--- config.mk ---
export PLATFORM = sky130hd
export DESIGN_NAME = sha512_crypt_string_validator_unit_flat
export DESIGN_NICKNAME = d
export VERILOG_FILES = /design/src/rtl/core/scsv_pkg.sv /design/src/rtl/core/scsv_char_if.sv /design/src/rtl/core/scsv_verdict_if.sv /design/src/rtl/core/sha512_crypt_string_validator_unit.sv /design/src/rtl/core/scsv_in_stage.sv /design/src/rtl/core/scsv_parser.sv /design/src/rtl/core/scsv_out_stage.sv /design/src/flat_wrapper.sv
export VERILOG_INCLUDE_DIRS = /design/src /design/src/rtl/core
export SDC_FILE = /design/constraint.sdc
export NUM_CORES = 1
export LEC_CHECK = 0
export BUFFER_PORTS_ARGS = -buffer_cell sky130_fd_sc_hd__buf_2
export CAP_MARGIN = 5
export CORE_UTILIZATION = 60
export CTS_BUF_LIST = sky130_fd_sc_hd__clkbuf_4 sky130_fd_sc_hd__clkbuf_8
export DETAILED_ROUTE_END_ITERATION = 7
export MAX_ROUTING_LAYER = met4
export PLACE_DENSITY_LB_ADDON = 0.15
export SYNTH_ARGS = -nofsm -noshare
export SYNTH_HDL_FRONTEND = slang
export SYNTH_SLANG_ARGS = --single-unit
--- constraint.sdc ---
create_clock -name clk -period 4.5 [get_ports clk]
set_input_delay 0 -clock clk [delete_from_list [all_inputs] [get_ports clk]]
set_output_delay 0 -clock clk [all_outputs]
set_load 0.005 [all_outputs]
--- src/rtl/core/sha512_crypt_string_validator_unit_macros.svh ---
// Assertion macros for the validator RTL, used by scsv_parser.
`ifndef SHA512_CRYPT_STRING_VALIDATOR_UNIT_MACROS_SVH
`define SHA512_CRYPT_STRING_VALIDATOR_UNIT_MACROS_SVH

`ifndef SYNTHESIS
`define SCSV_ASSERT_SAME(label, clk, rst_n, cond, prop) \
    label: assert property (@(posedge clk) disable iff (!rst_n) (cond) |-> (prop)) \
        else $error("scsv assertion failed");
`define SCSV_ASSERT_NEXT(label, clk, rst_n, cond, prop) \
    label: assert property (@(posedge clk) disable iff (!rst_n) (cond) |=> (prop)) \
        else $error("scsv assertion failed");
`else
`define SCSV_ASSERT_SAME(label, clk, rst_n, cond, prop)
`define SCSV_ASSERT_NEXT(label, clk, rst_n, cond, prop)
`endif

`endif

--- src/rtl/core/scsv_pkg.sv ---
package scsv_pkg;

    localparam int CHAR_W  = 8;
    localparam int POS_W   = 7;
    localparam int LIT_W   = 3;
    localparam int ROUND_W = 20;
    localparam int SALT_W  = 5;
    localparam int DIG_W   = 7;
    localparam int PROD_W  = 24;

    localparam logic [POS_W-1:0]   MAX_STRING_LEN = 7'd123;
    localparam logic [POS_W-1:0]   BYTE_COUNT_TOP = 7'd127;
    localparam logic [DIG_W-1:0]   DIGEST_CHARS   = 7'd86;
    localparam logic [SALT_W-1:0]  MAX_SALT_CHARS = 5'd16;
    localparam logic [ROUND_W-1:0] ROUNDS_MIN     = 20'd1000;
    localparam logic [PROD_W-1:0]  ROUNDS_MAX     = 24'd1000000;
    localparam logic [ROUND_W-1:0] ROUNDS_DEFAULT = 20'd5000;
    localparam logic [LIT_W-1:0]   PREFIX_LEN     = 3'd3;
    localparam logic [LIT_W-1:0]   KEYWORD_LEN    = 3'd7;

    localparam logic [CHAR_W-1:0] CH_NUL    = 8'h00;
    localparam logic [CHAR_W-1:0] CH_DOLLAR = 8'h24;
    localparam logic [CHAR_W-1:0] CH_ZERO   = 8'h30;
    localparam logic [CHAR_W-1:0] CH_NINE   = 8'h39;

    typedef enum logic [2:0] {
        PH_PREFIX,
        PH_KEYWORD,
        PH_DIGITS,
        PH_SALT,
        PH_DIGEST
    } phase_t;

    typedef struct packed {
        logic [CHAR_W-1:0] char_byte;
        logic              need_digest;
    } char_req_t;

    typedef struct packed {
        logic               valid_res;
        logic [ROUND_W-1:0] round_count;
        logic               rounds_given;
        logic [SALT_W-1:0]  salt_start;
        logic [SALT_W-1:0]  salt_len;
    } verdict_t;

    typedef struct packed {
        logic     held_valid;
        logic     out_space;
    } flow_t;

    function automatic logic [CHAR_W-1:0] prefix_char(input logic [LIT_W-1:0] idx);
        logic [CHAR_W-1:0] ch;
        unique case (idx)
            3'd1:    ch = 8'h36;
            default: ch = CH_DOLLAR;
        endcase
        return ch;
    endfunction

    function automatic logic [CHAR_W-1:0] keyword_char(input logic [LIT_W-1:0] idx);
        logic [CHAR_W-1:0] ch;
        unique case (idx)
            3'd0:    ch = 8'h72;
            3'd1:    ch = 8'h6f;
            3'd2:    ch = 8'h75;
            3'd3:    ch = 8'h6e;
            3'd4:    ch = 8'h64;
            3'd5:    ch = 8'h73;
            default: ch = 8'h3d;
        endcase
        return ch;
    endfunction

    function automatic logic salt_char_ok(input logic [CHAR_W-1:0] c);
        logic ok;
        ok = (c >= 8'h21) && (c <= 8'h7e) && (c != CH_DOLLAR) && (c != 8'h3a)
            && (c != 8'h3b) && (c != 8'h2a) && (c != 8'h21) && (c != 8'h5c);
        return ok;
    endfunction

    function automatic logic digest_char_ok(input logic [CHAR_W-1:0] c);
        logic ok;
        ok = ((c >= CH_ZERO) && (c <= CH_NINE)) || ((c >= 8'h41) && (c <= 8'h5a))
            || ((c >= 8'h61) && (c <= 8'h7a)) || (c == 8'h2e) || (c == 8'h2f);
        return ok;
    endfunction

endpackage

--- src/rtl/core/scsv_char_if.sv ---
interface scsv_char_if
    import scsv_pkg::*;
();
    logic              valid;
    logic              ready;
    logic [CHAR_W-1:0] char_byte;
    logic              need_digest;

    modport source (output valid, output char_byte, output need_digest, input ready);
    modport sink (input valid, input char_byte, input need_digest, output ready);
endinterface

--- src/rtl/core/scsv_verdict_if.sv ---
interface scsv_verdict_if
    import scsv_pkg::*;
();
    logic               valid;
    logic               ready;
    logic               valid_res;
    logic [ROUND_W-1:0] round_count;
    logic               rounds_given;
    logic [SALT_W-1:0]  salt_start;
    logic [SALT_W-1:0]  salt_len;

    modport source (output valid, output valid_res, output round_count,
        output rounds_given, output salt_start, output salt_len, input ready);
    modport sink (input valid, input valid_res, input round_count,
        input rounds_given, input salt_start, input salt_len, output ready);
endinterface

--- src/rtl/core/sha512_crypt_string_validator_unit.sv ---
// Channel       Dir  Payload                                             Accept
// char_chan     in   char_byte[7:0], need_digest                         valid & ready
// verdict_chan  out  valid_res, round_count[19:0], rounds_given,         valid & ready
//                    salt_start[4:0], salt_len[4:0]
// One byte is taken per cycle unless a zero byte waits for the output; each passes the
// input register, then the parser state update; a zero byte loads the verdict register.
// Nonzero bytes never wait on the output side; a zero byte waits in the input register
// while an earlier verdict is still held, and ready then follows verdict_chan.ready.
// rst_n clears the parser state and both valid flags; the first byte may follow at once.
module sha512_crypt_string_validator_unit
    import scsv_pkg::*;
(
    input logic          clk,
    input logic          rst_n,
    scsv_char_if.sink    char_chan,
    scsv_verdict_if.source verdict_chan
);

    char_req_t in_req;
    char_req_t held_req;
    logic      held_valid;
    logic      take;
    logic      res_valid;
    logic      out_space;
    logic      out_valid;
    verdict_t  res;
    verdict_t  out_res;
    flow_t     flow;

    assign in_req.char_byte   = char_chan.char_byte;
    assign in_req.need_digest = char_chan.need_digest;

    assign flow.held_valid = held_valid;
    assign flow.out_space  = out_space;

    scsv_in_stage u_in_stage (
        .clk        (clk),
        .rst_n      (rst_n),
        .in_valid   (char_chan.valid),
        .in_ready   (char_chan.ready),
        .in_req     (in_req),
        .take       (take),
        .held_valid (held_valid),
        .held_req   (held_req)
    );

    scsv_parser u_parser (
        .clk       (clk),
        .rst_n     (rst_n),
        .held_req  (held_req),
        .flow_in   (flow),
        .take      (take),
        .res_valid (res_valid),
        .res       (res)
    );

    scsv_out_stage u_out_stage (
        .clk       (clk),
        .rst_n     (rst_n),
        .res_valid (res_valid),
        .res       (res),
        .out_ready (verdict_chan.ready),
        .out_valid (out_valid),
        .out_space (out_space),
        .out_res   (out_res)
    );

    assign verdict_chan.valid        = out_valid;
    assign verdict_chan.valid_res    = out_res.valid_res;
    assign verdict_chan.round_count  = out_res.round_count;
    assign verdict_chan.rounds_given = out_res.rounds_given;
    assign verdict_chan.salt_start   = out_res.salt_start;
    assign verdict_chan.salt_len     = out_res.salt_len;

endmodule

--- src/rtl/core/scsv_in_stage.sv ---
module scsv_in_stage
    import scsv_pkg::*;
(
    input  logic      clk,
    input  logic      rst_n,
    input  logic      in_valid,
    output logic      in_ready,
    input  char_req_t in_req,
    input  logic      take,
    output logic      held_valid,
    output char_req_t held_req
);

    logic      valid_reg;
    logic      valid_next;
    char_req_t req_reg;

    assign in_ready   = !valid_reg || take;
    assign held_valid = valid_reg;
    assign held_req   = req_reg;

    always_comb
    begin
        valid_next = valid_reg;
        if (in_valid && in_ready)
        begin
            valid_next = 1'b1;
        end
        else if (take)
        begin
            valid_next = 1'b0;
        end
    end

    always_ff @(posedge clk or negedge rst_n)
    begin
        if (!rst_n)
        begin
            valid_reg <= 1'b0;
        end
        else
        begin
            valid_reg <= valid_next;
        end
    end

    always_ff @(posedge clk)
    begin
        if (in_valid && in_ready)
        begin
            req_reg <= in_req;
        end
    end

endmodule

--- src/rtl/core/scsv_parser.sv ---
`include "sha512_crypt_string_validator_unit_macros.svh"

module scsv_parser
    import scsv_pkg::*;
(
    input  logic      clk,
    input  logic      rst_n,
    input  char_req_t held_req,
    input  flow_t     flow_in,
    output logic      take,
    output logic      res_valid,
    output verdict_t  res
);

    phase_t             phase_reg,        phase_next;
    logic [POS_W-1:0]   byte_count_reg,   byte_count_next;
    logic [LIT_W-1:0]   literal_index_reg, literal_index_next;
    logic [ROUND_W-1:0] round_accum_reg,  round_accum_next;
    logic               rounds_seen_reg,  rounds_seen_next;
    logic [SALT_W-1:0]  salt_begin_reg,   salt_begin_next;
    logic [SALT_W-1:0]  salt_count_reg,   salt_count_next;
    logic [DIG_W-1:0]   digest_count_reg, digest_count_next;
    logic               failed_reg,       failed_next;
    logic               digest_mode_reg,  digest_mode_next;

    logic [CHAR_W-1:0]  c;
    logic               is_end;
    logic               mode_eff;
    logic               fail_pre;
    logic [SALT_W-1:0]  sc_in;
    logic [SALT_W-1:0]  sc_out;
    logic               s_fail;
    logic               s_digest;
    logic [PROD_W-1:0]  acc_wide;
    logic [PROD_W-1:0]  acc_prod;
    logic               ok;
    logic [POS_W-1:0]   pos_inc;

    assign c        = held_req.char_byte;
    assign is_end   = (c == CH_NUL);
    assign take     = flow_in.held_valid && (!is_end || flow_in.out_space);
    assign mode_eff = (byte_count_reg == '0) ? held_req.need_digest : digest_mode_reg;
    assign fail_pre = failed_reg || (byte_count_reg >= MAX_STRING_LEN);
    assign sc_in    = (phase_reg == PH_KEYWORD) ? {{(SALT_W-LIT_W){1'b0}}, literal_index_reg}
                                                : salt_count_reg;
    assign acc_wide = {{(PROD_W-ROUND_W){1'b0}}, round_accum_reg};
    assign acc_prod = (acc_wide << 3) + (acc_wide << 1)
                    + {{(PROD_W-4){1'b0}}, c[3:0]};
    assign pos_inc  = byte_count_reg + 7'd1;

    always_comb
    begin
        sc_out   = sc_in;
        s_fail   = 1'b0;
        s_digest = 1'b0;
        if (salt_char_ok(c))
        begin
            if (sc_in <= MAX_SALT_CHARS)
            begin
                sc_out = sc_in + 5'd1;
            end
            s_fail = (sc_out > MAX_SALT_CHARS);
        end
        else if ((sc_in >= 5'd1) && (sc_in <= MAX_SALT_CHARS) && mode_eff
            && (c == CH_DOLLAR))
        begin
            s_digest = 1'b1;
        end
        else
        begin
            s_fail = 1'b1;
        end
    end

    always_comb
    begin
        phase_next         = phase_reg;
        byte_count_next    = byte_count_reg;
        literal_index_next = literal_index_reg;
        round_accum_next   = round_accum_reg;
        rounds_seen_next   = rounds_seen_reg;
        salt_begin_next    = salt_begin_reg;
        salt_count_next    = salt_count_reg;
        digest_count_next  = digest_count_reg;
        failed_next        = failed_reg;
        digest_mode_next   = digest_mode_reg;
        res_valid          = 1'b0;
        res                = '0;
        ok                 = 1'b0;
        if (take && is_end)
        begin
            unique case (phase_reg)
                PH_KEYWORD, PH_SALT:
                    ok = !failed_reg && (sc_in >= 5'd1) && (sc_in <= MAX_SALT_CHARS)
                        && !digest_mode_reg;
                PH_DIGEST:
                    ok = !failed_reg && (digest_count_reg == DIGEST_CHARS);
                default:
                    ok = 1'b0;
            endcase
            res_valid = 1'b1;
            if (ok)
            begin
                res.valid_res    = 1'b1;
                res.round_count  = rounds_seen_reg ? round_accum_reg : ROUNDS_DEFAULT;
                res.rounds_given = rounds_seen_reg;
                res.salt_start   = salt_begin_reg;
                res.salt_len     = sc_in;
            end
            phase_next         = PH_PREFIX;
            byte_count_next    = '0;
            literal_index_next = '0;
            round_accum_next   = '0;
            rounds_seen_next   = 1'b0;
            salt_begin_next    = '0;
            salt_count_next    = '0;
            digest_count_next  = '0;
            failed_next        = 1'b0;
            digest_mode_next   = 1'b0;
        end
        else if (take)
        begin
            digest_mode_next = mode_eff;
            if (byte_count_reg < BYTE_COUNT_TOP)
            begin
                byte_count_next = pos_inc;
            end
            failed_next = fail_pre;
            if (!fail_pre)
            begin
                unique case (phase_reg)
                    PH_PREFIX:
                    begin
                        if ((literal_index_reg >= PREFIX_LEN)
                            || (c != prefix_char(literal_index_reg)))
                        begin
                            failed_next = 1'b1;
                        end
                        else if (literal_index_reg == PREFIX_LEN - 3'd1)
                        begin
                            phase_next         = PH_KEYWORD;
                            literal_index_next = '0;
                            salt_begin_next    = {{(SALT_W-LIT_W){1'b0}}, PREFIX_LEN};
                        end
                        else
                        begin
                            literal_index_next = literal_index_reg + 3'd1;
                        end
                    end
                    PH_KEYWORD:
                    begin
                        if ((literal_index_reg < KEYWORD_LEN)
                            && (c == keyword_char(literal_index_reg)))
                        begin
                            literal_index_next = literal_index_reg + 3'd1;
                            if (literal_index_reg == KEYWORD_LEN - 3'd1)
                            begin
                                phase_next       = PH_DIGITS;
                                round_accum_next = '0;
                            end
                        end
                        else
                        begin
                            salt_count_next = sc_out;
                            failed_next     = s_fail;
                            phase_next      = s_digest ? PH_DIGEST : PH_SALT;
                        end
                    end
                    PH_DIGITS:
                    begin
                        if ((c >= CH_ZERO) && (c <= CH_NINE))
                        begin
                            if (((round_accum_reg == '0) && (c == CH_ZERO))
                                || (acc_prod > ROUNDS_MAX))
                            begin
                                failed_next = 1'b1;
                            end
                            else
                            begin
                                round_accum_next = acc_prod[ROUND_W-1:0];
                            end
                        end
                        else if ((c == CH_DOLLAR) && (round_accum_reg >= ROUNDS_MIN))
                        begin
                            rounds_seen_next = 1'b1;
                            salt_begin_next  = pos_inc[SALT_W-1:0];
                            salt_count_next  = '0;
                            phase_next       = PH_SALT;
                        end
                        else
                        begin
                            failed_next = 1'b1;
                        end
                    end
                    PH_SALT:
                    begin
                        salt_count_next = sc_out;
                        failed_next     = s_fail;
                        if (s_digest)
                        begin
                            phase_next = PH_DIGEST;
                        end
                    end
                    PH_DIGEST:
                    begin
                        if (!digest_char_ok(c))
                        begin
                            failed_next = 1'b1;
                        end
                        else
                        begin
                            if (digest_count_reg <= DIGEST_CHARS)
                            begin
                                digest_count_next = digest_count_reg + 7'd1;
                            end
                            failed_next = (digest_count_next > DIGEST_CHARS);
                        end
                    end
                    default:
                        failed_next = 1'b1;
                endcase
            end
        end
    end

    always_ff @(posedge clk or negedge rst_n)
    begin
        if (!rst_n)
        begin
            phase_reg         <= PH_PREFIX;
            byte_count_reg    <= '0;
            literal_index_reg <= '0;
            round_accum_reg   <= '0;
            rounds_seen_reg   <= 1'b0;
            salt_begin_reg    <= '0;
            salt_count_reg    <= '0;
            digest_count_reg  <= '0;
            failed_reg        <= 1'b0;
            digest_mode_reg   <= 1'b0;
        end
        else
        begin
            phase_reg         <= phase_next;
            byte_count_reg    <= byte_count_next;
            literal_index_reg <= literal_index_next;
            round_accum_reg   <= round_accum_next;
            rounds_seen_reg   <= rounds_seen_next;
            salt_begin_reg    <= salt_begin_next;
            salt_count_reg    <= salt_count_next;
            digest_count_reg  <= digest_count_next;
            failed_reg        <= failed_next;
            digest_mode_reg   <= digest_mode_next;
        end
    end

    `SCSV_ASSERT_NEXT(a_fail_sticky, clk, rst_n, failed_reg && take && !is_end, failed_reg)
    `SCSV_ASSERT_NEXT(a_end_clears, clk, rst_n, take && is_end, (phase_reg == PH_PREFIX) && (byte_count_reg == '0) && !failed_reg)
    `SCSV_ASSERT_SAME(a_good_fields, clk, rst_n, res_valid && res.valid_res, (res.round_count >= ROUNDS_MIN) && (res.salt_len >= 5'd1) && (res.salt_len <= MAX_SALT_CHARS))
    `SCSV_ASSERT_SAME(a_end_needs_room, clk, rst_n, res_valid, flow_in.out_space && flow_in.held_valid)

endmodule

--- src/rtl/core/scsv_out_stage.sv ---
module scsv_out_stage
    import scsv_pkg::*;
(
    input  logic     clk,
    input  logic     rst_n,
    input  logic     res_valid,
    input  verdict_t res,
    input  logic     out_ready,
    output logic     out_valid,
    output logic     out_space,
    output verdict_t out_res
);

    logic     valid_reg;
    logic     valid_next;
    verdict_t res_reg;

    assign out_valid = valid_reg;
    assign out_space = !valid_reg || out_ready;
    assign out_res   = res_reg;

    always_comb
    begin
        valid_next = valid_reg;
        if (res_valid)
        begin
            valid_next = 1'b1;
        end
        else if (out_ready)
        begin
            valid_next = 1'b0;
        end
    end

    always_ff @(posedge clk or negedge rst_n)
    begin
        if (!rst_n)
        begin
            valid_reg <= 1'b0;
        end
        else
        begin
            valid_reg <= valid_next;
        end
    end

    always_ff @(posedge clk)
    begin
        if (res_valid)
        begin
            res_reg <= res;
        end
    end

endmodule

--- src/flat_wrapper.sv ---
// flat-port wrapper written by rule: the top's interface ports become plain ports
module sha512_crypt_string_validator_unit_flat import scsv_pkg::*;
  (clk, rst_n, char_chan_valid, char_chan_char_byte, char_chan_need_digest, char_chan_ready, verdict_chan_valid, verdict_chan_valid_res, verdict_chan_round_count, verdict_chan_rounds_given, verdict_chan_salt_start, verdict_chan_salt_len, verdict_chan_ready);
  scsv_char_if char_chan_i ();
  scsv_verdict_if verdict_chan_i ();
  input logic clk;
  input logic rst_n;
  input wire logic [$bits(char_chan_i.valid)-1:0] char_chan_valid;
  input wire logic [$bits(char_chan_i.char_byte)-1:0] char_chan_char_byte;
  input wire logic [$bits(char_chan_i.need_digest)-1:0] char_chan_need_digest;
  output wire logic [$bits(char_chan_i.ready)-1:0] char_chan_ready;
  output wire logic [$bits(verdict_chan_i.valid)-1:0] verdict_chan_valid;
  output wire logic [$bits(verdict_chan_i.valid_res)-1:0] verdict_chan_valid_res;
  output wire logic [$bits(verdict_chan_i.round_count)-1:0] verdict_chan_round_count;
  output wire logic [$bits(verdict_chan_i.rounds_given)-1:0] verdict_chan_rounds_given;
  output wire logic [$bits(verdict_chan_i.salt_start)-1:0] verdict_chan_salt_start;
  output wire logic [$bits(verdict_chan_i.salt_len)-1:0] verdict_chan_salt_len;
  input wire logic [$bits(verdict_chan_i.ready)-1:0] verdict_chan_ready;
  assign char_chan_i.valid = char_chan_valid;
  assign char_chan_i.char_byte = char_chan_char_byte;
  assign char_chan_i.need_digest = char_chan_need_digest;
  assign char_chan_ready = char_chan_i.ready;
  assign verdict_chan_valid = verdict_chan_i.valid;
  assign verdict_chan_valid_res = verdict_chan_i.valid_res;
  assign verdict_chan_round_count = verdict_chan_i.round_count;
  assign verdict_chan_rounds_given = verdict_chan_i.rounds_given;
  assign verdict_chan_salt_start = verdict_chan_i.salt_start;
  assign verdict_chan_salt_len = verdict_chan_i.salt_len;
  assign verdict_chan_i.ready = verdict_chan_ready;
  sha512_crypt_string_validator_unit u_core (.clk(clk), .rst_n(rst_n), .char_chan(char_chan_i), .verdict_chan(verdict_chan_i));
endmodule
==> results.json <==
{
  "outcome": "complete, no violations",
  "post_synth_num_cell_types": 79,
  "crit_required_ns": 4.77,
  "grt_first_pass_wirelength_mm": 28.1,
  "drt_iter0_markers": 568,
  "reg2reg_slack_ns": 0.34,
  "ioPinCount": 47,
  "hold_path_class": "in -> reg",
  "yosys_warnings": 0,
  "viasPerCell": 6.49,
  "yosys_register_bits": 96,
  "synth_flop_cell": "dfrtp_1",
  "dieArea_mm2": 0.0120,
  "worstMarginPinSlew_ns": 1.03,
  "synth_edf_count": 41,
  "die_y_um": 109,
  "vias": 6007,
  "root_buffer": "clkbuf_8",
  "cts_buffer_depth": 2,
  "clock_sink_count": 96,
  "cts_setup_buffers": 0,
  "crit_slowest_cell": "edfxtp_1",
  "fin_crit_sh_pct": 92.4,
  "syn-num-nets": 816,
  "ir_worst_vdd_mv": 0.308,
  "path_delay_family": "compound AO/OA/AOI/OAI gates",
  "crit_type": "reg -> reg",
  "drc": 0,
  "coreArea_mm2": 0.0110,
  "wl_met1_mm": 7.89,
  "drive_above_1_share_pct": 13.2,
  "setup_viol": 0,
  "area.sequential_mm2": 0.00261,
  "max_cap_violations": 0,
  "synth_area_mm2": 0.00692,
  "clk_pin_slew_ns": 0.10,
  "hold_viol": 0,
  "fp-row-count": 38,
  "wl_mm": 17.3,
  "final_antenna_net_count": 0,
  "gp_congestion": 0.963,
  "fill_cells": 894,
  "finalPower_w": 0.00255,
  "nets": 847,
  "grt_max_degree": 56,
  "synthCells": 750,
  "syn_to_final_growth_pct": 8.79,
  "syn_avg_cell_area_um2": 9.22,
  "yosysSeqAreaShare_pct": 37.7,
  "clock_skew_ns": 0.0125,
  "wl_met3_mm": 1.43,
  "multi_input_area_mm2": 0.00399,
  "worstSkewPairLatency_ns": 0.39,
  "global_route.overflow_total": 0,
  "cts-htree-levels": 3,
  "leakagePower_nw": 3.29,
  "fin_setup_tns_ns": 0,
  "async_flop_share_pct": 57.3,
  "largest_reg_flops": 32,
  "tritoncts.num_buffers": 9,
  "portBuffers": 46,
  "highest_layer": "met4",
  "path_max_fanout": 14,
  "max_freq_mhz": 240,
  "cts_tree": "done",
  "drv_slew": 0,
  "wl_per_cell_um": 18.7,
  "layout_min_cycle_time_ns": 4.16,
  "slew-limit-headroom_pct": 31.1,
  "critPathLaunchType": "flip-flop",
  "max_stage_delay_ns": 0.58,
  "grt_pass1_vias": 5575,
  "met2WireLength_mm": 7.59,
  "grt_antenna_before_repair": 0,
  "critPathBufInv": 2,
  "power.density_mw_per_mm2": 339,
  "start_util_pct": 62.7,
  "n_antenna_cell": 0,
  "worstPathArrival_ns": 4.43,
  "first_pass_iters": 7,
  "endpoint_kind": "flip-flop",
  "worstPathCellList": "inv_1 > fa_1 > fa_1 > inv_1 > nor4_1 > a311oi_1 > o32a_1 > o41ai_1 > a211o_2 > nand2_2 > a31o_2",
  "grt_usage_pct": 31.7,
  "dpl.hpwl_mm": 12.8,
  "rsz0062_at_grt": "no",
  "die_width_um": 109
}
## cells in the mapped netlist, drive strengths merged (3+ instances only)
library cell / instances / area, µm²
xor2: 10 / 87.6
xnor2: 15 / 131
or3: 3 / 18.8
a31oi: 8 / 65.1
o2111ai: 3 / 26.3
nand4: 12 / 81.3
and4: 3 / 26.3
o21a: 14 / 105
a31o: 6 / 52.6
o31ai: 14 / 119
ha: 51 / 638
nor2: 52 / 198
a211o: 4 / 35.0
o211ai: 7 / 52.6
nor4: 13 / 87.6
nor3: 23 / 148
a21boi: 3 / 22.5
inv: 34 / 128
a21oi: 54 / 289
nand2b: 15 / 93.8
nand3: 22 / 110
nand2: 65 / 246
clkbuf: 24 / 91.3
and3: 32 / 200
a32oi: 5 / 43.8
o311ai: 4 / 42.6
and2: 10 / 62.6
a211oi: 4 / 30.0
buf: 19 / 105
a21o: 8 / 60.1
mux2: 4 / 45.0
a221oi: 3 / 32.5
nand4b: 4 / 41.3
mux2i: 17 / 170
nor2b: 3 / 18.8
edfxtp: 41 / 1230
o21ai: 53 / 269
dfrtp: 55 / 1380
## kinds of logic after synthesis
| family | count (synthesis) | synth area share [%] |
|---|---|---|
| adder cells (fa/ha/maj) | 53 | 9.81 |
| AND/OR/NAND/NOR | 269 | 21.1 |
| XOR/XNOR | 25 | 3.17 |
| multiplexers | 21 | 3.11 |
| AO/OA/AOI/OAI | 209 | 20.4 |
| buffers and inverters | 77 | 4.69 |
| flip-flops | 96 | 37.7 |
## metal layers
| metal | vias to the layer above | GRT usage (%) |
|---|---|---|
| met1 | 2854 | 44.5 |
| met4 | 0 | 11.1 |
| met3 | 28 | 6.22 |
| li1 | 2857 | - |
| met2 | 268 | 45.7 |
| met5 | - | - |
## cell usage in the layout (no fill, tap or decap), drive strengths merged, types with 12 or more instances in the layout
master / synthesis / final
edfxtp: 41 / 41
nand2b: 15 / 15
nand2: 65 / 65
a21oi: 54 / 54
o31ai: 14 / 14
inv: 34 / 35
dfrtp: 55 / 55
o21a: 14 / 14
ha: 51 / 51
nand3: 22 / 22
and3: 32 / 32
nand4: 12 / 12
nor3: 23 / 23
nor2: 52 / 52
o21ai: 53 / 53
xnor2: 15 / 15
mux2i: 17 / 17
buf: 19 / 52
nor4: 13 / 13
## per-stage QoR
step	hold slack (ns)	worst slack [ns]	utilization (%)	instance area [µm²]	cells
after floorplan	-0.296	1.10	-	6920	750
after global placement	0.176	0.549	65.0	7170	899
after detailed placement	0.178	0.349	65.0	7170	899
after CTS	0.0109	0.314	68.2	7520	926
after global routing	0.0490	0.140	68.2	7520	926
final	0.0130	0.342	68.2	7520	926
## layout make-up
type,instances,share of cell area (%)
clock buffers,9,1.65
clock inverters,7,1.58
inverters,34,1.70
multi-input cells,577,53.0
flip-flops and latches,96,34.7
well taps,140,2.33
repair buffers,63,5.12
## worst register-to-register path, cell delays in order, from the launching register on
cell and delay (ns):
edfxtp_1 0.58, inv_1 0.13, fa_1 0.50, fa_1 0.55, inv_1 0.05, nor4_1 0.41, a311oi_1 0.19, o32a_1 0.34
o41ai_1 0.34, a211o_2 0.34, nand2_2 0.28, a31o_2 0.33
## worst paths after layout
kind,start,endpoint,cells past startpoint
max in group asynchronous,rst_n,u_core.u_out_stage.out_valid,3
hold reg to reg,u_core.u_parser.salt_begin_reg[0],u_core.u_parser.salt_begin_reg[0],2
setup reg to reg,u_core.u_in_stage.held_req[4],u_core.u_parser.round_accum_reg[7],11
min in group asynchronous,rst_n,u_core.u_parser.round_accum_reg[13],3
setup / recovery,u_core.u_in_stage.held_req[4],u_core.u_parser.round_accum_reg[7],11
hold / removal,verdict_chan_ready,u_core.u_out_stage.out_valid,3
## what timing repair did
action	in CTS	in global routing
hold buffers	11	0
resized for setup	0	1
endpoints found under the hold margin	65	0
endpoints found under the setup margin	0	4
## power breakdown
group          internal [W]  total (W)  switching (W)
Sequential         0.000978    0.00109       0.000113
Clock              0.000370   0.000694       0.000324
Combinational      0.000305   0.000767       0.000463
Total               0.00165    0.00255       0.000901
No activity file was read; power rests on OpenSTA's default activity.
